==> src/design/bdq_pkg.sv <==
package bdq_pkg;

  // Deque geometry
  localparam int unsigned CAPACITY = 16;
  localparam int unsigned IDX_W    = (CAPACITY > 1) ? $clog2(CAPACITY) : 1;
  localparam int unsigned CNT_W    = $clog2(CAPACITY + 1);
  localparam int unsigned DATA_W   = 32;

  // Operation codes carried on the mode field
  typedef enum logic [2:0] {
    MODE_INS_FRONT = 3'd0,
    MODE_INS_BACK  = 3'd1,
    MODE_REM_FRONT = 3'd2,
    MODE_REM_BACK  = 3'd3,
    MODE_SEARCH    = 3'd4,
    MODE_DUMP      = 3'd5
  } mode_e;

  // Result status codes
  typedef enum logic [2:0] {
    ST_DONE    = 3'd0,
    ST_EMPTY   = 3'd1,
    ST_FULL    = 3'd2,
    ST_FOUND   = 3'd3,
    ST_MISSING = 3'd4,
    ST_INVALID = 3'd5
  } status_e;

  // Storage access issued by the sequencer
  typedef struct packed {
    logic                     wr_en;
    logic [IDX_W-1:0]         wr_addr;
    logic signed [DATA_W-1:0] wr_data;
    logic                     rd_en;
    logic [IDX_W-1:0]         rd_addr;
  } mem_req_t;

  // One result handed to the output register
  typedef struct packed {
    logic                     valid;
    status_e                  status;
    logic signed [DATA_W-1:0] value;
    logic                     last;
  } res_t;

  // Circular slot: (base + off) mod CAPACITY, both operands below CAPACITY
  function automatic logic [IDX_W-1:0] slot_add(input logic [IDX_W-1:0] base,
                                                input logic [IDX_W-1:0] off);
    logic [IDX_W:0] sum;
    sum = {1'b0, base} + {1'b0, off};
    if (sum >= (IDX_W+1)'(CAPACITY)) begin
      sum = sum - (IDX_W+1)'(CAPACITY);
    end
    return sum[IDX_W-1:0];
  endfunction

endpackage

==> src/design/bdq_store.sv <==
module bdq_store
  import bdq_pkg::*;
(
  input  logic                     clk_i,
  input  mem_req_t                 req_i,
  output logic signed [DATA_W-1:0] rd_data_o
);

  logic signed [DATA_W-1:0] mem_q [CAPACITY];
  logic signed [DATA_W-1:0] rd_data_q;

  // Write one entry
  always_ff @(posedge clk_i) begin
    if (req_i.wr_en) begin
      mem_q[req_i.wr_addr] <= req_i.wr_data;
    end
  end

  // Registered read, held until the next read
  always_ff @(posedge clk_i) begin
    if (req_i.rd_en) begin
      rd_data_q <= mem_q[req_i.rd_addr];
    end
  end

  assign rd_data_o = rd_data_q;

endmodule

==> src/design/bdq_seq.sv <==
module bdq_seq
  import bdq_pkg::*;
(
  input  logic                     clk_i,
  input  logic                     rst_ni,
  input  logic                     in_valid_i,
  output logic                     in_ready_o,
  input  logic [2:0]               mode_i,
  input  logic signed [DATA_W-1:0] value_in_i,
  input  logic                     out_free_i,
  input  logic signed [DATA_W-1:0] rd_data_i,
  output mem_req_t                 mem_o,
  output res_t                     res_o
);

  typedef enum logic [3:0] {
    S_IDLE = 4'b0001,
    S_EXEC = 4'b0010,
    S_READ = 4'b0100,
    S_SCAN = 4'b1000
  } state_e;

  state_e                   state_q, state_d;
  logic [2:0]               mode_q, mode_d;
  logic signed [DATA_W-1:0] key_q, key_d;
  logic [IDX_W-1:0]         front_q, front_d;
  logic [CNT_W-1:0]         count_q, count_d;
  logic [IDX_W-1:0]         idx_q, idx_d;

  logic             full;
  logic             empty;
  logic             last_entry;
  logic             hit;
  logic [CNT_W-1:0] count_m1;
  logic [IDX_W-1:0] front_dec;

  assign full       = (count_q == CNT_W'(CAPACITY));
  assign empty      = (count_q == '0);
  assign count_m1   = count_q - CNT_W'(1);
  assign last_entry = ((CNT_W'(idx_q) + CNT_W'(1)) == count_q);
  assign front_dec  = (front_q == '0) ? IDX_W'(CAPACITY - 1) : front_q - IDX_W'(1);
  // Shared comparator for the search walk
  assign hit        = (rd_data_i == key_q);

  assign in_ready_o = (state_q == S_IDLE);

  // Sequencer
  always_comb begin
    state_d = state_q;
    mode_d  = mode_q;
    key_d   = key_q;
    front_d = front_q;
    count_d = count_q;
    idx_d   = idx_q;
    mem_o   = '0;
    res_o   = '0;

    unique case (state_q)
      S_IDLE: begin
        if (in_valid_i) begin
          mode_d  = mode_i;
          key_d   = value_in_i;
          state_d = S_EXEC;
        end
      end

      S_EXEC: begin
        case (mode_e'(mode_q)) inside
          MODE_INS_FRONT, MODE_INS_BACK: begin
            if (out_free_i) begin
              res_o.valid  = 1'b1;
              res_o.last   = 1'b1;
              res_o.status = full ? ST_FULL : ST_DONE;
              if (!full) begin
                mem_o.wr_en   = 1'b1;
                mem_o.wr_data = key_q;
                count_d       = count_q + CNT_W'(1);
                if (mode_e'(mode_q) == MODE_INS_FRONT) begin
                  mem_o.wr_addr = front_dec;
                  front_d       = front_dec;
                end else begin
                  mem_o.wr_addr = slot_add(front_q, IDX_W'(count_q));
                end
              end
              state_d = S_IDLE;
            end
          end
          MODE_REM_FRONT, MODE_REM_BACK: begin
            if (empty) begin
              if (out_free_i) begin
                res_o.valid  = 1'b1;
                res_o.last   = 1'b1;
                res_o.status = ST_EMPTY;
                state_d      = S_IDLE;
              end
            end else begin
              mem_o.rd_en   = 1'b1;
              mem_o.rd_addr = (mode_e'(mode_q) == MODE_REM_FRONT) ? front_q :
                              slot_add(front_q, IDX_W'(count_m1));
              state_d       = S_READ;
            end
          end
          MODE_SEARCH, MODE_DUMP: begin
            if (empty) begin
              if (out_free_i) begin
                res_o.valid  = 1'b1;
                res_o.last   = 1'b1;
                res_o.status = ST_EMPTY;
                state_d      = S_IDLE;
              end
            end else begin
              mem_o.rd_en   = 1'b1;
              mem_o.rd_addr = front_q;
              idx_d         = '0;
              state_d       = S_SCAN;
            end
          end
          default: begin
            if (out_free_i) begin
              res_o.valid  = 1'b1;
              res_o.last   = 1'b1;
              res_o.status = ST_INVALID;
              state_d      = S_IDLE;
            end
          end
        endcase
      end

      // Return the removed entry and retire it
      S_READ: begin
        if (out_free_i) begin
          res_o.valid  = 1'b1;
          res_o.last   = 1'b1;
          res_o.status = ST_DONE;
          res_o.value  = rd_data_i;
          count_d      = count_m1;
          if (mode_e'(mode_q) == MODE_REM_FRONT) begin
            front_d = slot_add(front_q, IDX_W'(1));
          end
          state_d = S_IDLE;
        end
      end

      // Walk the window one entry a cycle while the output register is free
      S_SCAN: begin
        if (mode_e'(mode_q) == MODE_SEARCH) begin
          if (hit || last_entry) begin
            if (out_free_i) begin
              res_o.valid  = 1'b1;
              res_o.last   = 1'b1;
              res_o.status = hit ? ST_FOUND : ST_MISSING;
              res_o.value  = key_q;
              state_d      = S_IDLE;
            end
          end else begin
            mem_o.rd_en   = 1'b1;
            mem_o.rd_addr = slot_add(front_q, idx_q + IDX_W'(1));
            idx_d         = idx_q + IDX_W'(1);
          end
        end else if (out_free_i) begin
          res_o.valid  = 1'b1;
          res_o.last   = last_entry;
          res_o.status = ST_DONE;
          res_o.value  = rd_data_i;
          if (last_entry) begin
            state_d = S_IDLE;
          end else begin
            mem_o.rd_en   = 1'b1;
            mem_o.rd_addr = slot_add(front_q, idx_q + IDX_W'(1));
            idx_d         = idx_q + IDX_W'(1);
          end
        end
      end

      default: begin
        state_d = S_IDLE;
      end
    endcase
  end

  // Control state
  always_ff @(posedge clk_i or negedge rst_ni) begin
    if (!rst_ni) begin
      state_q <= S_IDLE;
      front_q <= '0;
      count_q <= '0;
    end else begin
      state_q <= state_d;
      front_q <= front_d;
      count_q <= count_d;
    end
  end

  // Request and walk registers
  always_ff @(posedge clk_i) begin
    mode_q <= mode_d;
    key_q  <= key_d;
    idx_q  <= idx_d;
  end

`ifndef SYNTHESIS
  assert property (@(posedge clk_i) disable iff (!rst_ni)
    count_q <= CNT_W'(CAPACITY))
    else $error("entry count above capacity");

  assert property (@(posedge clk_i) disable iff (!rst_ni)
    res_o.valid |-> out_free_i)
    else $error("result issued into an occupied output register");

  assert property (@(posedge clk_i) disable iff (!rst_ni)
    (in_valid_i && in_ready_o) |=> (state_q == S_EXEC))
    else $error("accepted request not executed");

  assert property (@(posedge clk_i) disable iff (!rst_ni)
    (count_q != $past(count_q)) |-> ($past(res_o.valid) && $past(res_o.status) == ST_DONE))
    else $error("entry count moved without a completed request");

  assert property (@(posedge clk_i) disable iff (!rst_ni)
    (state_q == S_SCAN) |-> (CNT_W'(idx_q) < count_q))
    else $error("walk index outside occupied window");
`endif

endmodule

==> src/design/bounded_deque_with_search_top.sv <==
// Channel  Handshake               Payload
// in       in_valid_i / in_ready_o  mode_i[2:0], value_in_i[31:0]
// out      out_valid_o / out_ready_i status_o[2:0], value_out_o[31:0], last_o
//
// Insert, invalid and empty-list requests pass through the execute state alone,
// and remove adds a read state; search and dump walk the window through the
// single storage read port, one entry a cycle while the consumer keeps up.
// A new request is taken only while the sequencer is idle.
// Results sit in one output register; a stalled consumer stalls the walk.
// Reset clears the front pointer and count; storage needs no clearing.
module bounded_deque_with_search_top
  import bdq_pkg::*;
(
  input  logic                     clk_i,
  input  logic                     rst_ni,
  input  logic                     in_valid_i,
  output logic                     in_ready_o,
  input  logic [2:0]               mode_i,
  input  logic signed [DATA_W-1:0] value_in_i,
  output logic                     out_valid_o,
  input  logic                     out_ready_i,
  output logic [2:0]               status_o,
  output logic signed [DATA_W-1:0] value_out_o,
  output logic                     last_o
);

  mem_req_t                 mem_req;
  res_t                     res;
  logic signed [DATA_W-1:0] rd_data;
  logic                     out_free;

  logic                     out_valid_q;
  status_e                  status_q;
  logic signed [DATA_W-1:0] value_q;
  logic                     last_q;

  assign out_free = !out_valid_q || out_ready_i;

  bdq_seq u_seq (
    .clk_i      (clk_i),
    .rst_ni     (rst_ni),
    .in_valid_i (in_valid_i),
    .in_ready_o (in_ready_o),
    .mode_i     (mode_i),
    .value_in_i (value_in_i),
    .out_free_i (out_free),
    .rd_data_i  (rd_data),
    .mem_o      (mem_req),
    .res_o      (res)
  );

  bdq_store u_store (
    .clk_i     (clk_i),
    .req_i     (mem_req),
    .rd_data_o (rd_data)
  );

  // Hold the result until it is taken
  always_ff @(posedge clk_i or negedge rst_ni) begin
    if (!rst_ni) begin
      out_valid_q <= 1'b0;
    end else if (res.valid) begin
      out_valid_q <= 1'b1;
    end else if (out_ready_i) begin
      out_valid_q <= 1'b0;
    end
  end

  always_ff @(posedge clk_i) begin
    if (res.valid) begin
      status_q <= res.status;
      value_q  <= res.value;
      last_q   <= res.last;
    end
  end

  assign out_valid_o = out_valid_q;
  assign status_o    = status_q;
  assign value_out_o = value_q;
  assign last_o      = last_q;

endmodule

==> config.mk <==
export PLATFORM = sky130hd
export DESIGN_NAME = bounded_deque_with_search_top
export DESIGN_NICKNAME = d
export VERILOG_FILES = /design/src/design/bdq_pkg.sv /design/src/design/bdq_store.sv /design/src/design/bdq_seq.sv /design/src/design/bounded_deque_with_search_top.sv
export SDC_FILE = /design/constraint.sdc
export NUM_CORES = 1
export LEC_CHECK = 0
export BUFFER_PORTS_ARGS = -buffer_cell sky130_fd_sc_hd__clkbuf_2
export CORE_UTILIZATION = 60
export CTS_BUF_LIST = sky130_fd_sc_hd__clkbuf_8
export DETAILED_ROUTE_END_ITERATION = 10
export GPL_ROUTABILITY_DRIVEN = 1
export PLACE_DENSITY = 0.76
export SETUP_SLACK_MARGIN = 0.02
export SLEW_MARGIN = 10
export SYNTH_ARGS = -nofsm -noshare
export SYNTH_HDL_FRONTEND = slang
export SYNTH_SLANG_ARGS = --single-unit
==> constraint.sdc <==
create_clock -name clk_i -period 5.5 [get_ports clk_i]
set_input_delay 1.375 -clock clk_i [delete_from_list [all_inputs] [get_ports clk_i]]
set_output_delay 1.375 -clock clk_i [all_outputs]
set_load 0.05 [all_outputs]
After elaboration in Yosys (flattened, before gate mapping):

Memory sizes are Yosys's and may differ from the RTL's. A register that Yosys moved wholly into a read port is not among the register bits.
Cells that the tools add are included.

* bits in registers: 89
* bits in writable memories: 512
* bits of input ports: 39
* output and inout bits: 38
* logic and storage cells: 153
* memories kept: 1

* add/subtract/negate cells: 13
* order comparisons: 4
* eq/ne operators: 28
* muxes and demuxes: 80
* reductions and logical operators: 17

Memories
* u_store.mem_q: words 16, bits a word 32, rd ports 1, clocked after Yosys merged registers in 1, wr ports 1, RTL line bdq_store.sv:9 `logic signed [DATA_W-1:0] mem_q [CAPACITY];`

Operators by type and width (count)
* 37-bit 2-to-1 mux: 9
* 4-bit 2-to-1 mux: 39
* 5-bit 2-to-1 mux: 13
* 32-bit case mux with 2 select lines: 1
* 32-bit equality test: 1
* 5-bit greater-or-equal comparator, second input constant: 4
* 5-bit case mux with 2 select lines: 2
* 4-bit by 1-bit subtractor with 4-bit output, second input constant: 5
* 2-bit != test, second input constant: 9
* 4-bit case mux with 2 select lines: 2
* 4-bit case mux with 4 select lines: 1
* 4-bit by 4-bit adder with 5-bit output: 3
* 4-bit case mux with 3 select lines: 1
* 4-bit by 1-bit adder with 5-bit output, second input constant: 2
* 1-bit 2-to-1 mux: 9
* 3-bit != test, second input constant: 3
* 8-bit AND reduction: 1
* 7-bit AND reduction: 1
* 3-bit by 2-bit equality test with 1-bit output, second input constant: 2
* 3-bit equality test, second input constant: 2
* 2-bit nonzero test: 3
* 2-bit OR reduction: 3
* 5-bit by 1-bit adder with 5-bit output, second input constant: 1
* 5-bit equality test: 1
* 22 further kinds: 24

Longest topological paths before layout:

* depth after elaboration: 10
* depth in mapped cells: 16

Cells and area by module:

A second synthesis with hierarchy kept.

* cells, all modules: 1265
* area, all modules: 25169.1 um^2

By module, submodules not included
* bdq_store: instances 1, cells each 838, area an instance 20155.6 um^2
* bdq_seq: instances 1, cells each 388, area an instance 3885.0 um^2
* bounded_deque_with_search_top: instances 1, cells each 39, area an instance 1128.6 um^2

Least setup slack after synthesis:

No wires, ideal clock.

* path type: input to register
* start point: input port out_ready_i
* end point: memory u_store.mem_q[0][0] (enable)
* setup time: 0.468 ns
* arrival time: 4.632 ns
* required time: 5.032 ns
* slack: 0.400 ns
* stages on the path: 6
* path through: nand2b_1 -> clkbuf_1 -> nand3_1 -> nor2b_1 -> clkbuf_1 -> nor3b_1

* cells in the longest elaborated chain, start to end: 6

RTL lines
* start, declared: RTL line bounded_deque_with_search_top.sv:21 `input logic out_ready_i,`
* 1-bit logical OR *: RTL line bounded_deque_with_search_top.sv:37 `assign out_free = !out_valid_q || out_ready_i;`
* 37-bit 2-to-1 mux *: RTL line bdq_seq.sv:70 `if (out_free_i) begin`
* 37-bit 2-to-1 mux *: RTL line bdq_seq.sv:68 `case (mode_e'(mode_q)) inside`
* 37-bit 2-to-1 mux *: RTL line bdq_seq.sv:58 `unique case (state_q)`
* 1-bit 2-to-1 mux: RTL line bdq_store.sv:14 `if (req_i.wr_en) begin`
* 1-bit 2-to-1 mux (implied by the code): RTL line bdq_store.sv:15 `mem_q[req_i.wr_addr] <= req_i.wr_data;`
* end, declared: RTL line bdq_store.sv:9

Mark *: on every way between the ends. The rest lies on a longest branch, timed or not.

Worst setup path in the final report:

* start point: register u_seq.key_q[8]
* end point: register u_store.rd_data_q[17], in the netlist u_store.rd_data_o[17], read port of u_store.mem_q, data pin

* cells in the longest elaborated chain, start to end: 5

RTL lines
* start, declared: RTL line bdq_seq.sv:25 `logic signed [DATA_W-1:0] key_q, key_d;`
* start signal, assigned: RTL line bdq_seq.sv:197 `key_q <= key_d;`
* 32-bit equality test: RTL line bdq_seq.sv:43 `assign hit = (rd_data_i == key_q);`
* 1-bit logical OR: RTL line bdq_seq.sv:147 `if (hit || last_entry) begin`
* 5-bit 2-to-1 mux: RTL line bdq_seq.sv:147
* 5-bit 2-to-1 mux: RTL line bdq_seq.sv:146 `if (mode_e'(mode_q) == MODE_SEARCH) begin`
* 5-bit case mux with 2 select lines: RTL line bdq_seq.sv:58
* end, declared: RTL line bdq_store.sv:10 `logic signed [DATA_W-1:0] rd_data_q;`

No other way between the ends.
A chain may end at the register's enable or synchronous reset.

==> metrics.cfg <==
[final_layout]
fillers = 2869
drive_gt1_share_pct = 14.0
seqCellArea_um2 = 18900
area_growth_pct = 11.0
nets = 2065
multiInputGateArea_um2 = 6620
fin_cells = 2655

[floorplan]
ios = 77
dieHeight_um = 210
rows = 75
core_um2 = 42300
die_w_um = 210
start_util_pct = 61.4
die-area_um2 = 44100

[detailed_routing]
drc_errors = 0
vias_per_cell = 6.31
wl_um = 64200
wire_per_inst_um = 24.2
ant_nets = 0
dr_total_vias = 16746
firstDrtPassIters = 5
drt_iter0_markers = 2043

[timing]
finalCritPeriodShare_pct = 79.2
hold_viol = 0
layout_min_cycle_time_ns = 4.35
tns_ns = 0
setup_slack_ns = 1.15
rsz0062_at_grt = no
setup_violations = 0
max_freq_ghz = 0.230
worstMarginPinSlew_ns = 1.26
relSlewSlack_pct = 16.2
finalMaxSlewViolations = 0
finClkSkew_ns = 0.0304

[yosys]
ys_seq_elements = 633
ys_seq_area_share_pct = 72.9
synth.most_common_cell = edfxtp_1
synth_top_cell_by_area = edfxtp_1
yosys_warnings = 0
synth-edff-count = 619
synth_top_area_share_pct = 71.6
post_synth.cell_area_avg_um2 = 13.6
synth_common_cells = edfxtp_1, nand2_1, a21oi_1
syn-num-nets = 1971
syn_area_um2 = 26000
synthArstFlopShare_pct = 2.21
ys.flop_type = edfxtp_1
synth_cell_types = 64
synth_cells = 1913
synth_area_leaders = edfxtp_1, nand2_1, a21oi_1, a32oi_1, nor2_1

[grt]
grt_usage_pct = 29.4
grt_pass1_wl_um = 95900
grt-ovfl-total = 0
antenna_found_initial = 1
grt_pass1_vias = 16191
grt_max_degree = 131

[critical_path]
endpoint_kind = flip-flop
worstPathCellList = xor2_1 > nor4_1 > nand4_1 > o31a_2 > a32oi_4 > buf_4 > a21oi_1 > a22oi_1 > o22ai_1 > a211oi_1
max_stage_delay_ns = 0.65
start_kind = flip-flop
crit_arrival_ns = 4.88
cpMaxStageDelayCell = a32oi_4
cp_max_fo = 45
crit_required_ns = 6.03
crit_type = flip-flop to flip-flop

[placed_design]
dp_slack_ns = 0.914
place_congestion = 0.872
io_buffers = 76
dp_cells = 2485
dp_hpwl_um = 37400

[clocking]
postCtsSetupBuffers = 0
hold_buffers = 0
cts_root_buffer = clkbuf_8
cts_tree = built
clock_latency_ns = 0.70
cts.clk_slew.worst_paths_ns = 0.06
cts_resized = 0
clock_path_buffers = 3
cts_made_buffers = 97
cts_sinks = 633
htreeDepth = 3

[pwr]
worst_ir_drop_vdd_v = 0.000287
p_leak_nw = 9.38
p_per_area_nw_per_um2 = 379

[worst_hold_path]
hp-class = flip-flop to flip-flop

[flow_run]
max_cap_viol_count = 0

[status]
outcome = finished, final reports clean

cells in the final DEF (no fill, tap or decap), types with 32 or more instances in the layout:
cell	Yosys	routed
a21oi_1	169	167
a22o_1	38	38
a22oi_1	45	45
a32oi_1	56	55
and2_1	33	32
clkbuf_2	1	76
clkbuf_8	0	97
edfxtp_1	619	619
inv_1	13	48
nand2_1	343	343
nand3_1	39	39
nor2_1	126	111
nor3_1	57	57
o22ai_1	33	33
xor2_1	34	34
stage by stage:
stage               utilization, %  power [mW]  instance area (µm²)  hold WS (ns)
detailed placement            64.1        7.55                27100         0.590
global route                  68.1        11.3                28800         0.605
floorplan                        -        6.98                26000         0.532
CTS                           68.1        11.0                28800         0.572
global placement              64.1        7.50                27100         0.578
finish                        68.1        10.9                28800         0.590
sequential cells by signal, indices dropped and copies added (netlist names), 3 cells and up:
| name | cells |
|---|---|
| status_o | 3 |
| u_seq.count_q | 5 |
| u_seq.front_q | 4 |
| u_seq.idx_q | 4 |
| u_seq.key_q | 32 |
| u_seq.mode_q | 3 |
| u_seq.state_q | 4 |
| u_store.mem_q | 512 |
| u_store.rd_data_o | 32 |
| value_out_o | 32 |
critical path, delay by kind of cell, from the launching register on:
kind / cells / cell delay (ns)
flip-flops: 1 / 0.51
buffers and inverters: 1 / 0.58
XOR/XNOR: 1 / 0.23
AND/OR/NAND/NOR: 2 / 0.90
AO/OA/AOI/OAI: 6 / 1.93
kinds of logic after synthesis:
group / after synthesis / synth area share, %
simple gates: 651 / 10.9
flops: 633 / 72.9
compound gates: 419 / 10.7
buf+inv: 135 / 2.48
xor+xnor: 53 / 1.84
fa+ha+maj: 19 / 1.00
mux: 3 / 0.116
layer usage:
metal / global-route usage [%] / wire (µm) / vias up
met2: 46.7 / 30600 / 951
met3: 5.27 / 5880 / 149
met1: 40.6 / 25400 / 8280
met4: 12.1 / 2290 / 0
met5: 0 / 0 / -
li1: - / - / 7366
power by group:
group / total, mW / internal, mW / switching, mW / leakage, nW
combinational: 1.73 / 0.565 / 1.17 / 2.73
clock: 3.45 / 1.69 / 1.76 / 0.987
sequential: 5.76 / 5.54 / 0.217 / 5.66
final timing paths:
check	start	depth (start not counted)	slack [ns]	endpoint
min in group asynchronous	rst_ni	1	0.60	u_seq.front_q[0]
max in group asynchronous	rst_ni	1	4.56	u_seq.state_q[0]
min reg2reg	u_store.rd_data_o[6]	1	0.59	value_out_o[6]
max	u_seq.key_q[8]	10	1.15	u_store.rd_data_o[17]
min	u_store.rd_data_o[6]	1	0.59	value_out_o[6]
max reg2reg	u_seq.key_q[8]	10	1.15	u_store.rd_data_o[17]
final cells by class:
type,instances,share of cell area [%]
diodes,1,0.00868
clock buffers,97,4.63
clock inverters,72,1.19
inverters,13,0.169
multi-input cells,1145,23.0
flip-flops and latches,633,65.7
well taps,577,2.50
repair buffers,117,2.86
Power figures use the tool's default switching activity.
